### config.mk
export PLATFORM = sky130hd
export DESIGN_NAME = bmp24_stream_decoder_core
export DESIGN_NICKNAME = d
export VERILOG_FILES = /design/src/sv/bmp24_pkg.sv /design/src/sv/bmp24_stream_decoder_core.sv
export VERILOG_INCLUDE_DIRS = /design/src /design/src/sv
export SDC_FILE = /design/constraint.sdc
export NUM_CORES = 1
export LEC_CHECK = 0
export BUFFER_PORTS_ARGS = -buffer_cell sky130_fd_sc_hd__buf_2
export CAP_MARGIN = 30
export CORE_MARGIN = 1.5
export CORE_UTILIZATION = 59
export CTS_BUF_LIST = sky130_fd_sc_hd__clkbuf_4
export DETAILED_ROUTE_END_ITERATION = 16
export PLACE_DENSITY = 0.89
export SYNTH_ARGS = -nofsm -noshare
export SYNTH_HDL_FRONTEND = slang
export SYNTH_SLANG_ARGS = --single-unit
### constraint.sdc
create_clock -name clk -period 7.88 [get_ports clk]
set_clock_uncertainty 0.1 [all_clocks]
set_input_delay 0.788 -clock clk [delete_from_list [all_inputs] [get_ports clk]]
set_output_delay 0.788 -clock clk [all_outputs]
set_load 0.05 [all_outputs]
### src/sv/bmp24_stream_decoder_core_macros.svh
// Assertion helpers for the bitmap stream decoder.
`ifndef BMP24_STREAM_DECODER_CORE_MACROS_SVH
`define BMP24_STREAM_DECODER_CORE_MACROS_SVH

// Same-cycle implication, checked on every rising clock edge out of reset.
`define BMP24_ASSERT_NOW(label, ante, cons, msg) \
  label: assert property (@(posedge clk) disable iff (!rst_n) (ante) |-> (cons)) \
    else $error(msg);

// Next-cycle implication.
`define BMP24_ASSERT_NEXT(label, ante, cons, msg) \
  label: assert property (@(posedge clk) disable iff (!rst_n) (ante) |=> (cons)) \
    else $error(msg);

`endif

### src/sv/bmp24_pkg.sv
package bmp24_pkg;

  localparam int unsigned MAX_WIDTH  = 4096;
  localparam int unsigned MAX_HEIGHT = 4096;

  localparam int DIM_W = 13;  // holds 0..MAX_WIDTH
  localparam int LB_W  = 15;  // bytes per line, with room for an out-of-range width
  localparam int IDX_W = 14;  // byte index within a row of a legal image

  localparam logic [7:0] SIG_B     = 8'h42;
  localparam logic [7:0] SIG_M     = 8'h4d;
  localparam logic [15:0] DEPTH_24 = 16'd24;

  // header byte positions
  localparam logic [5:0] POS_SIG1   = 6'd1;
  localparam logic [5:0] POS_OFFSET = 6'd10;
  localparam logic [5:0] POS_WIDTH  = 6'd18;
  localparam logic [5:0] POS_HEIGHT = 6'd22;
  localparam logic [5:0] POS_DEPTH  = 6'd28;
  localparam logic [5:0] POS_LAST   = 6'd53;
  localparam logic [31:0] HDR_BYTES = 32'd54;

  typedef enum logic [2:0] {
    ST_PIXEL      = 3'd0,
    ST_BAD_SIG    = 3'd1,
    ST_BAD_DEPTH  = 3'd2,
    ST_BAD_SIZE   = 3'd3,
    ST_BAD_OFFSET = 3'd4
  } status_t;

  typedef struct packed {
    status_t     status;
    logic [7:0]  red;
    logic [7:0]  green;
    logic [7:0]  blue;
    logic [11:0] column;
    logic [11:0] row;
    logic        last_pixel;
  } res_t;

endpackage

### src/sv/bmp24_stream_decoder_core.sv
// Channel   Ports                                    Beat
// input     in_valid, in_stall, in_data_byte,        one file byte
//           in_start_of_file
// output    out_valid, out_stall, out_status, out_red, zero or one result per byte
//           out_green, out_blue, out_column, out_row,
//           out_last_pixel
// One byte per cycle while in_stall is low: a byte's result is registered at the
// edge that accepts the byte, in the output register or, behind it, the skid entry.
// An output register plus a one-entry skid stage decouple the sides; in_stall
// rises only while the skid entry is full.
// Synchronous active-low reset returns to waiting for a start-of-file beat.
module bmp24_stream_decoder_core (
  input  logic        clk,
  input  logic        rst_n,
  input  logic        in_valid,
  output logic        in_stall,
  input  logic [7:0]  in_data_byte,
  input  logic        in_start_of_file,
  output logic        out_valid,
  input  logic        out_stall,
  output logic [2:0]  out_status,
  output logic [7:0]  out_red,
  output logic [7:0]  out_green,
  output logic [7:0]  out_blue,
  output logic [11:0] out_column,
  output logic [11:0] out_row,
  output logic        out_last_pixel
);
  import bmp24_pkg::*;
  `include "bmp24_stream_decoder_core_macros.svh"

  typedef enum logic [2:0] {
    PH_WAIT, PH_HEADER, PH_SKIP, PH_PIXELS, PH_DONE
  } phase_t;

  phase_t             phase_r, phase_nxt;
  logic [31:0]        pos_r, pos_nxt;
  logic [31:0]        off_r, off_nxt;
  logic [DIM_W-1:0]   width_r, width_nxt;
  logic               width_hi_r, width_hi_nxt;
  logic [DIM_W-1:0]   height_r, height_nxt;
  logic               height_hi_r, height_hi_nxt;
  logic [15:0]        bpp_r, bpp_nxt;
  logic [LB_W-1:0]    lb_r, lb_nxt;
  logic [LB_W-1:0]    rs_r, rs_nxt;
  logic [IDX_W-1:0]   idx_r, idx_nxt;
  logic [1:0]         mod3_r, mod3_nxt;
  logic [DIM_W-1:0]   col_r, col_nxt;
  logic [DIM_W-1:0]   rows_r, rows_nxt;
  logic [7:0]         blue_r, blue_nxt;
  logic [7:0]         green_r, green_nxt;

  res_t               out_r, out_nxt;
  logic               out_valid_r, out_valid_nxt;
  res_t               skid_r, skid_nxt;
  logic               skid_valid_r, skid_valid_nxt;

  logic               acc;
  logic               out_fire;
  logic               res_v;
  res_t               res;
  logic [LB_W-1:0]    idx_inc;
  logic [LB_W-1:0]    lb_sum;
  logic [LB_W:0]      rs_sum;
  logic [DIM_W-1:0]   row_top;
  logic               size_bad;

  assign in_stall = skid_valid_r;
  assign acc      = in_valid && !in_stall;
  assign out_fire = out_valid_r && !out_stall;

  always_comb begin
    phase_nxt     = phase_r;
    pos_nxt       = pos_r;
    off_nxt       = off_r;
    width_nxt     = width_r;
    width_hi_nxt  = width_hi_r;
    height_nxt    = height_r;
    height_hi_nxt = height_hi_r;
    bpp_nxt       = bpp_r;
    lb_nxt        = lb_r;
    rs_nxt        = rs_r;
    idx_nxt       = idx_r;
    mod3_nxt      = mod3_r;
    col_nxt       = col_r;
    rows_nxt      = rows_r;
    blue_nxt      = blue_r;
    green_nxt     = green_r;
    res_v         = 1'b0;
    res           = '0;
    res.status    = ST_PIXEL;

    lb_sum   = {1'b0, width_r, 1'b0} + {2'b00, width_r};
    rs_sum   = {1'b0, lb_sum} + {{LB_W{1'b0}}, 1'b1} + {{(LB_W-1){1'b0}}, 2'b10};
    size_bad = width_hi_r || width_r == '0 || width_r > DIM_W'(MAX_WIDTH) ||
               height_hi_r || height_r == '0 || height_r > DIM_W'(MAX_HEIGHT);
    idx_inc  = {1'b0, idx_r} + {{(LB_W-1){1'b0}}, 1'b1};
    row_top  = height_r - {{(DIM_W-1){1'b0}}, 1'b1} - rows_r;

    if (acc) begin
      if (in_start_of_file) begin
        // restart: position, offset, size, depth and pixel counters are cleared here
        phase_nxt     = PH_HEADER;
        pos_nxt       = '0;
        off_nxt       = '0;
        width_nxt     = '0;
        width_hi_nxt  = 1'b0;
        height_nxt    = '0;
        height_hi_nxt = 1'b0;
        bpp_nxt       = '0;
        idx_nxt       = '0;
        mod3_nxt      = '0;
        col_nxt       = '0;
        rows_nxt      = '0;
      end

      case (phase_nxt)
        PH_HEADER: begin
          pos_nxt = pos_nxt + 32'd1;
          if ((pos_nxt == 32'd1 && in_data_byte != SIG_B) ||
              (pos_nxt == {26'd0, POS_SIG1} + 32'd1 && in_data_byte != SIG_M)) begin
            phase_nxt  = PH_DONE;
            res_v      = 1'b1;
            res.status = ST_BAD_SIG;
          end else begin
            case (pos_r[5:0] & {6{!in_start_of_file}})
              POS_OFFSET:          off_nxt[7:0]   = in_data_byte;
              POS_OFFSET + 6'd1:   off_nxt[15:8]  = in_data_byte;
              POS_OFFSET + 6'd2:   off_nxt[23:16] = in_data_byte;
              POS_OFFSET + 6'd3:   off_nxt[31:24] = in_data_byte;
              POS_WIDTH:           width_nxt[7:0] = in_data_byte;
              POS_WIDTH + 6'd1: begin
                width_nxt[12:8] = in_data_byte[4:0];
                width_hi_nxt    = width_hi_r || in_data_byte[7:5] != 3'd0;
              end
              POS_WIDTH + 6'd2,
              POS_WIDTH + 6'd3:    width_hi_nxt = width_hi_r || in_data_byte != 8'd0;
              POS_HEIGHT:          height_nxt[7:0] = in_data_byte;
              POS_HEIGHT + 6'd1: begin
                height_nxt[12:8] = in_data_byte[4:0];
                height_hi_nxt    = height_hi_r || in_data_byte[7:5] != 3'd0;
              end
              POS_HEIGHT + 6'd2,
              POS_HEIGHT + 6'd3:   height_hi_nxt = height_hi_r || in_data_byte != 8'd0;
              POS_DEPTH:           bpp_nxt[7:0]  = in_data_byte;
              POS_DEPTH + 6'd1:    bpp_nxt[15:8] = in_data_byte;
              POS_LAST: begin
                if (!in_start_of_file) begin
                  lb_nxt = lb_sum;
                  rs_nxt = {rs_sum[LB_W-1:2], 2'b00};
                  if (bpp_r != DEPTH_24) begin
                    phase_nxt  = PH_DONE;
                    res_v      = 1'b1;
                    res.status = ST_BAD_DEPTH;
                  end else if (size_bad) begin
                    phase_nxt  = PH_DONE;
                    res_v      = 1'b1;
                    res.status = ST_BAD_SIZE;
                  end else if (off_r < HDR_BYTES || off_r[31]) begin
                    phase_nxt  = PH_DONE;
                    res_v      = 1'b1;
                    res.status = ST_BAD_OFFSET;
                  end else if (off_r == HDR_BYTES) begin
                    phase_nxt = PH_PIXELS;
                  end else begin
                    phase_nxt = PH_SKIP;
                  end
                end
              end
              default: ;
            endcase
          end
        end
        PH_SKIP: begin
          pos_nxt = pos_r + 32'd1;
          if (pos_nxt >= off_r) phase_nxt = PH_PIXELS;
        end
        PH_PIXELS: begin
          if ({1'b0, idx_r} < lb_r) begin
            mod3_nxt = (mod3_r == 2'd2) ? 2'd0 : mod3_r + 2'd1;
            case (mod3_r)
              2'd0: blue_nxt = in_data_byte;
              2'd1: green_nxt = in_data_byte;
              default: begin
                res_v          = 1'b1;
                res.red        = in_data_byte;
                res.green      = green_r;
                res.blue       = blue_r;
                res.column     = col_r[11:0];
                res.row        = row_top[11:0];
                res.last_pixel = (rows_r == height_r - {{(DIM_W-1){1'b0}}, 1'b1}) &&
                                 (col_r == width_r - {{(DIM_W-1){1'b0}}, 1'b1});
                col_nxt        = col_r + {{(DIM_W-1){1'b0}}, 1'b1};
              end
            endcase
          end
          idx_nxt = idx_inc[IDX_W-1:0];
          if (idx_inc >= rs_r) begin
            // end of row, padding included
            idx_nxt  = '0;
            col_nxt  = '0;
            mod3_nxt = '0;
            rows_nxt = rows_r + {{(DIM_W-1){1'b0}}, 1'b1};
            if (rows_nxt >= height_r) phase_nxt = PH_DONE;
          end
        end
        default: ;
      endcase
    end
  end

  // output register with one skid entry behind it
  always_comb begin
    out_nxt        = out_r;
    out_valid_nxt  = out_valid_r;
    skid_nxt       = skid_r;
    skid_valid_nxt = skid_valid_r;
    if (skid_valid_r) begin
      if (out_fire) begin
        out_nxt        = skid_r;
        skid_valid_nxt = 1'b0;
      end
    end else if (res_v) begin
      if (!out_valid_r || out_fire) begin
        out_nxt       = res;
        out_valid_nxt = 1'b1;
      end else begin
        skid_nxt       = res;
        skid_valid_nxt = 1'b1;
      end
    end else if (out_fire) begin
      out_valid_nxt = 1'b0;
    end
  end

  always_ff @(posedge clk) begin
    if (!rst_n) begin
      phase_r      <= PH_WAIT;
      out_valid_r  <= 1'b0;
      skid_valid_r <= 1'b0;
    end else begin
      phase_r      <= phase_nxt;
      out_valid_r  <= out_valid_nxt;
      skid_valid_r <= skid_valid_nxt;
    end
    pos_r       <= pos_nxt;
    off_r       <= off_nxt;
    width_r     <= width_nxt;
    width_hi_r  <= width_hi_nxt;
    height_r    <= height_nxt;
    height_hi_r <= height_hi_nxt;
    bpp_r       <= bpp_nxt;
    lb_r        <= lb_nxt;
    rs_r        <= rs_nxt;
    idx_r       <= idx_nxt;
    mod3_r      <= mod3_nxt;
    col_r       <= col_nxt;
    rows_r      <= rows_nxt;
    blue_r      <= blue_nxt;
    green_r     <= green_nxt;
    out_r       <= out_nxt;
    skid_r      <= skid_nxt;
  end

  assign out_valid      = out_valid_r;
  assign out_status     = out_r.status;
  assign out_red        = out_r.red;
  assign out_green      = out_r.green;
  assign out_blue       = out_r.blue;
  assign out_column     = out_r.column;
  assign out_row        = out_r.row;
  assign out_last_pixel = out_r.last_pixel;

  `BMP24_ASSERT_NOW(a_skid_behind_out, skid_valid_r, out_valid_r, "skid entry ahead of output")
  `BMP24_ASSERT_NEXT(a_skid_drain, skid_valid_r && !out_stall, out_valid_r && !skid_valid_r, "skid did not drain")
  `BMP24_ASSERT_NOW(a_err_clean, out_valid_r && out_r.status != ST_PIXEL, !out_r.last_pixel && out_r.column == 12'd0 && out_r.red == 8'd0, "error result with pixel payload")
  `BMP24_ASSERT_NOW(a_idx_in_row, phase_r == PH_PIXELS, {1'b0, idx_r} < rs_r, "row byte index past row size")
  `BMP24_ASSERT_NOW(a_col_in_row, phase_r == PH_PIXELS, col_r <= width_r, "column past image width")

endmodule

=== Yosys cells after proc, flatten, opt, wreduce, memory -nomap -nowiden ===
Index checks and enable logic that the tools add are counted.

* Register bits: 303
* Bits in latches: 0
* Bits in writable memories: 0
* ROM bits: 0
* Input port bits: 13
* Output and inout bits: 54
* Logic and storage cells: 220
* Memories: 0

* $add $sub $neg: 12
* Multipliers: 0
* Divide/modulo/power cells: 0
* $lt $le $gt $ge: 7
* Eq/ne operators: 30
* Shift-type cells: 0
* Multiplexer cells: 94
* Bitwise logic cells: 5
* Reductions and logical operators: 40

{| class="wikitable"
|+ Operator list
! cell !! count
|-
| 52-bit two-way mux || 5
|-
| 13-bit two-way mux || 14
|-
| 32-bit two-way mux || 5
|-
| 49-bit two-way mux || 3
|-
| 32-bit by 1-bit adder with 32-bit output (second input constant) || 2
|-
| 8-bit two-way mux || 8
|-
| 32-bit one-hot mux with 2 select lines || 1
|-
| 6-bit by 5-bit == test with 1-bit output (second input constant) || 10
|-
| 3-bit two-way mux || 18
|-
| 16-bit two-way mux || 3
|-
| 14-bit two-way mux || 3
|-
| 32-bit by 1-bit == test with 1-bit output (second input constant) || 1
|-
| 32-bit by 2-bit == test with 1-bit output (second input constant) || 1
|-
| 32-bit by 6-bit == test with 1-bit output (second input constant) || 1
|-
| 32-bit greater-or-equal comparator || 1
|-
| 32-bit by 6-bit less-than comparator with 1-bit output (second input constant) || 1
|-
| 13-bit by 1-bit adder with 13-bit output (second input constant) || 2
|-
| 13-bit == test || 2
|-
| 13-bit greater-than comparator (second input constant) || 2
|-
| 13-bit logical NOT || 2
|-
| 13-bit by 1-bit subtractor with 13-bit output (second input constant) || 2
|-
| 6-bit by 4-bit == test with 1-bit output (second input constant) || 4
|-
| 1-bit two-way mux || 23
|-
| 16-bit by 5-bit inequality test with 1-bit output (second input constant) || 1
|-
| other kinds (34) || 73
|}

=== Logic depth before layout (Yosys ltp) ===
* Depth in word-level cells: 16
* Mapped depth: 17
* Gate-level depth less buffers: 15

=== Worst setup path before layout ===
No wires, ideal clock.

* Path type: input-to-reg
* Start: input in_valid
* End: register skid_r[0] in the netlist's numbering (enable)
* Library setup time: 0.540 ns
* Arrival: 7.228 ns
* Required time: 7.240 ns
* Path slack: 0.012 ns
* Stages on the path: 4
* Buffers on the path: 0
* Cells stage by stage: nand2b_1 clkinv_1 nand2_1 o31ai_1

* Word-level cells in the longest chain between the ends: 3

{| class="wikitable"
|+ Ends and longest elaborated chain
! element !! RTL line !! text
|-
| from (decl) || bmp24_stream_decoder_core.sv:15 || <nowiki>input logic in_valid,</nowiki>
|-
| 1-bit logical AND || bmp24_stream_decoder_core.sv:69 || <nowiki>assign acc = in_valid && !in_stall;</nowiki>
|-
| named net acc || bmp24_stream_decoder_core.sv:58 || <nowiki>logic acc;</nowiki>
|-
| 1-bit two-way mux || bmp24_stream_decoder_core.sv:100 || <nowiki>if (acc) begin</nowiki>
|-
| 3-bit AND reduction (no source line) || - ||
|-
| to (signal assigned) || bmp24_stream_decoder_core.sv:262 || <nowiki>skid_r <= skid_nxt;</nowiki>
|-
| to (decl) || bmp24_stream_decoder_core.sv:55 || <nowiki>res_t skid_r, skid_nxt;</nowiki>
|}

The timed path passes the listed nets, and every way through them passes these cells.
A chain may end at the register's enable or synchronous reset.

=== Final worst setup path ===
* Start: register pos_r[1]
* End: register out_r (netlist bit out_blue[2]) (enable)

* Word-level cells in the longest chain between the ends: 11
* Elaborated cells on any way between the ends: 16
* Those cells by class: 1 x add/sub; 3 x eq/ne; 6 x mux; 1 x bitwise; 5 x reduce/logical

{| class="wikitable"
|+ Ends and longest elaborated chain
! element !! RTL line !! text
|-
| from (decl) || bmp24_stream_decoder_core.sv:37 || <nowiki>logic [31:0] pos_r, pos_nxt;</nowiki>
|-
| from (signal assigned) || bmp24_stream_decoder_core.sv:246 || <nowiki>pos_r <= pos_nxt;</nowiki>
|-
| 32-bit two-way mux || bmp24_stream_decoder_core.sv:101 || <nowiki>if (in_start_of_file) begin</nowiki>
|-
| 32-bit two-way mux || bmp24_stream_decoder_core.sv:100 ||
|-
| 32-bit by 1-bit adder with 32-bit output || bmp24_stream_decoder_core.sv:119 || <nowiki>pos_nxt = pos_nxt + 32'd1;</nowiki>
|-
| 32-bit by 1-bit == test with 1-bit output or 32-bit by 2-bit == test with 1-bit output (tied branches) || bmp24_stream_decoder_core.sv:120, bmp24_stream_decoder_core.sv:121 ||
|-
| 1-bit logical AND (on tied branches) || bmp24_stream_decoder_core.sv:120, bmp24_stream_decoder_core.sv:121 ||
|-
| 1-bit logical OR || bmp24_stream_decoder_core.sv:120 || <nowiki>if ((pos_nxt == 32'd1 && in_data_byte != SIG_B) ||</nowiki>
|-
| 1-bit two-way mux * || bmp24_stream_decoder_core.sv:120 ||
|-
| 1-bit one-hot mux with 2 select lines * || bmp24_stream_decoder_core.sv:117 || <nowiki>case (phase_nxt)</nowiki>
|-
| 1-bit two-way mux * || bmp24_stream_decoder_core.sv:100 ||
|-
| 2-bit nonzero test (no source line) * || - ||
|-
| 3-bit AND reduction (no source line) * || - ||
|-
| to (signal assigned) || bmp24_stream_decoder_core.sv:261 || <nowiki>out_r <= out_nxt;</nowiki>
|-
| to (decl) || bmp24_stream_decoder_core.sv:53 || <nowiki>res_t out_r, out_nxt;</nowiki>
|}

Mark *: on every way between the ends. The rest lies on a longest branch, timed or not. The select of a mux whose other input is x is not followed.

==> results.md <==
* Ys async rst share at 0
* Vias in the first global route at 14600
* Total CTS buffers at 82
* Post-synthesis net count at 1958
* Drt wl/cell at 20.2 µm
* Critical Path Fanout Max at 31
* Hold Path Class: in -> reg
* Worst path arrival time at 5.15 ns
* Post-CTS Setup Inserts at 0
* Root Driver: clkbuf_4
* Comb pwr share at 0.134
* Slew margin rel. at 0.280
* Routed wire length at 47.6 mm
* Max Transition Viols Final at 0
* Post-DRT Antenna Nets at 0
* Pleak at 8.31 nW
* Worst setup margin at 3.03 ns
* Num Clock Sinks at 303
* Worst Path Required at 8.19 ns
* Design internal power at 0.00266 W
* FP Rows at 65
* DR iter-0 viols at 1684
* Fin Setup TNS at 0 ns
* Mapped Area at 18800 µm²
* Sw frac at 0.285
* Longest Clk Path Bufs at 3
* Top-Level Pins at 67
* Worst setup path category: reg -> reg
* Setup crit start kind: register
* Number of synthesized flops with an enable pin at 298
* Worst slack at placement at 2.35 ns
* Tcrit/Tclk final at 0.615
* H-tree levels at 3
* Sequential power share at 0.512
* Post-synthesis cell type count at 96
* Largest net degree at the start of global routing at 74
* Clock latency on the worst-skew pair at 0.78 ns
* Starting Density at 0.599
* Area Overhead vs Synth at 8.43%
* FF+latch count, synth at 303
* Tmin final at 4.85 ns
* CTS tree: yes
* Die height at 182 µm
* Pre-antenna DRT Iters at 6
* Mean post-synth cell area at 10.3 µm²
* Net switching power at 0.00106 W
* Unrepaired setup endpoints after global routing: false
* Core outline area at 31500 µm²
* Final nets at 2038
* # setup viols final at 0
* Die ar. at 33000 µm²
* # hold bufs at CTS at 0
* Most common cell after layout, fill and taps aside: edfxtp_1
* Most frequent cells in the layout: edfxtp_1 (298), nand2_1 (135), inv_1 (131)
* Post-Syn Instances at 1824
* Worst hold slack at 0.231 ns
* DR vias/cell at 6.40
* Status: completed
* Chip width at 182 µm
* Worst Setup End Kind: register
* CTS clk-pin slew, worst paths at 0.07 ns
* Global-route wire length before repair at 76.3 mm
* Max rail drop VDD at 88.0 µV
* Detail Placement HPWL at 33.4 mm
* Final Hold Viols at 0
* Fmax at 206 MHz
* Initial antenna violation count at 1
* Least-Margin Pin Slew at 1.08 ns
* Layout cells sized above 1 at 0.129
* Gr usage total at 0.291
* GRT Residual Overflow at 0
* Most used flip-flop cell after synthesis: edfxtp_1
* Port bufs at 66
* Pwr per Cell Area at 182 nW/µm²
* GPL Wtd Cong at 0.965
* Post-CTS Resized at 0
* Ys Warns at 0
* Detailed-route DRC error count at 0
* Max Cap Viol at 0
* Sequential fraction of the synthesis area at 0.480
* Clock power share at 0.354
* Routed vias at 15100
kinds of logic after synthesis:
family / after synthesis / synth area share
and+or+nand+nor: 630 / 0.175
AOI/OAI and AO/OA: 409 / 0.150
DFF: 303 / 0.480
buffers and inverters: 225 / 0.0486
xor gates and xnor gates: 129 / 0.0607
adders and majority gates: 121 / 0.0811
muxes: 7 / 0.00378
stage by stage:
stage	cell area, µm²	total power (W)	utilization	instances
2_1_floorplan	18800	0.00229	-	1824
3_3_place_gp	19500	0.00239	0.618	2218
3_5_place_dp	19500	0.00242	0.620	2222
4_1_cts	20400	0.00374	0.649	2355
5_1_grt	20400	0.00387	0.649	2356
6_report	20400	0.00372	0.649	2357
metal layers:
metal  up-vias  share of wire  GRT usage
li1       6955              -          -
met1      7143           0.39      0.375
met2       816           0.47      0.459
met3       179          0.094     0.0582
met4         0          0.049      0.166
met5         -              0          0
final cells by class:
| type | count | area (µm²) |
|---|---|---|
| Inverter | 133 | 502 |
| Multi-Input combinational cell | 1296 | 8940 |
| Antenna cell | 2 | 5.00 |
| Clock buffer | 110 | 826 |
| Timing Repair Buffer | 88 | 507 |
| Fill cell | 2402 | 11000 |
| Tap cell | 402 | 503 |
| Sequential cell | 303 | 9050 |
| Clock inverter | 23 | 108 |
synthesized netlist by cell type, types with 13 or more instances:
master / number / area [µm²]
a21o_1: 72 / 541
a21oi_1: 60 / 300
and2_1: 40 / 250
and3_1: 28 / 175
buf_2: 16 / 80.1
clkbuf_1: 60 / 225
edfxtp_1: 298 / 8950
ha_1: 119 / 1490
inv_1: 131 / 492
nand2_1: 135 / 507
nand2b_1: 13 / 81.3
nand3_1: 99 / 495
nand4_1: 37 / 231
nor2_1: 126 / 473
nor2b_1: 20 / 125
nor3_1: 43 / 215
nor4_1: 28 / 175
o21ai_0: 97 / 485
o31ai_1: 52 / 390
xnor2_1: 80 / 701
xor2_1: 47 / 412
worst max-delay path, stage by stage (launching register included):
cell and delay [ns]:
edfxtp_1 0.66, nand2_4 0.24, nor4_1 0.68, and4_1 0.33, mux2i_1 0.23, a21bo_2 0.27
a2111oi_4 0.55, a21oi_2 0.21, o21ai_4 0.72, buf_4 0.47
power by group through the flow:
stage	Sequential, W	Clock [W]	Combinational (W)
finish	0.00191	0.00132	0.000497
global route	0.00191	0.00142	0.000546
CTS	0.00190	0.00134	0.000489
detailed placement	0.00194	0	0.000485
global placement	0.00193	0	0.000459
floorplan	0.00190	0	0.000381
sequential cells by signal (all words and copies together), names as in the netlist, 12 cells and up:
register	count
rows_r	13
out_row	12
col_r	13
rs_r	13
lb_r	15
bpp_r	16
pos_r	32
height_r	13
width_r	13
idx_r	14
off_r	32
skid_r	52
out_column	12
path summary, 6_finish.rpt:
check                  start      endpoint  slack, ns  depth (start not counted)
hold / removal         rst_n    phase_r[0]       0.23                          3
hold reg to reg   skid_r[38]  out_green[5]       0.42                          1
setup / recovery    pos_r[1]   out_blue[2]       3.03                          9
setup reg to reg    pos_r[1]   out_blue[2]       3.03                          9
Power figures use the tool's default switching activity.
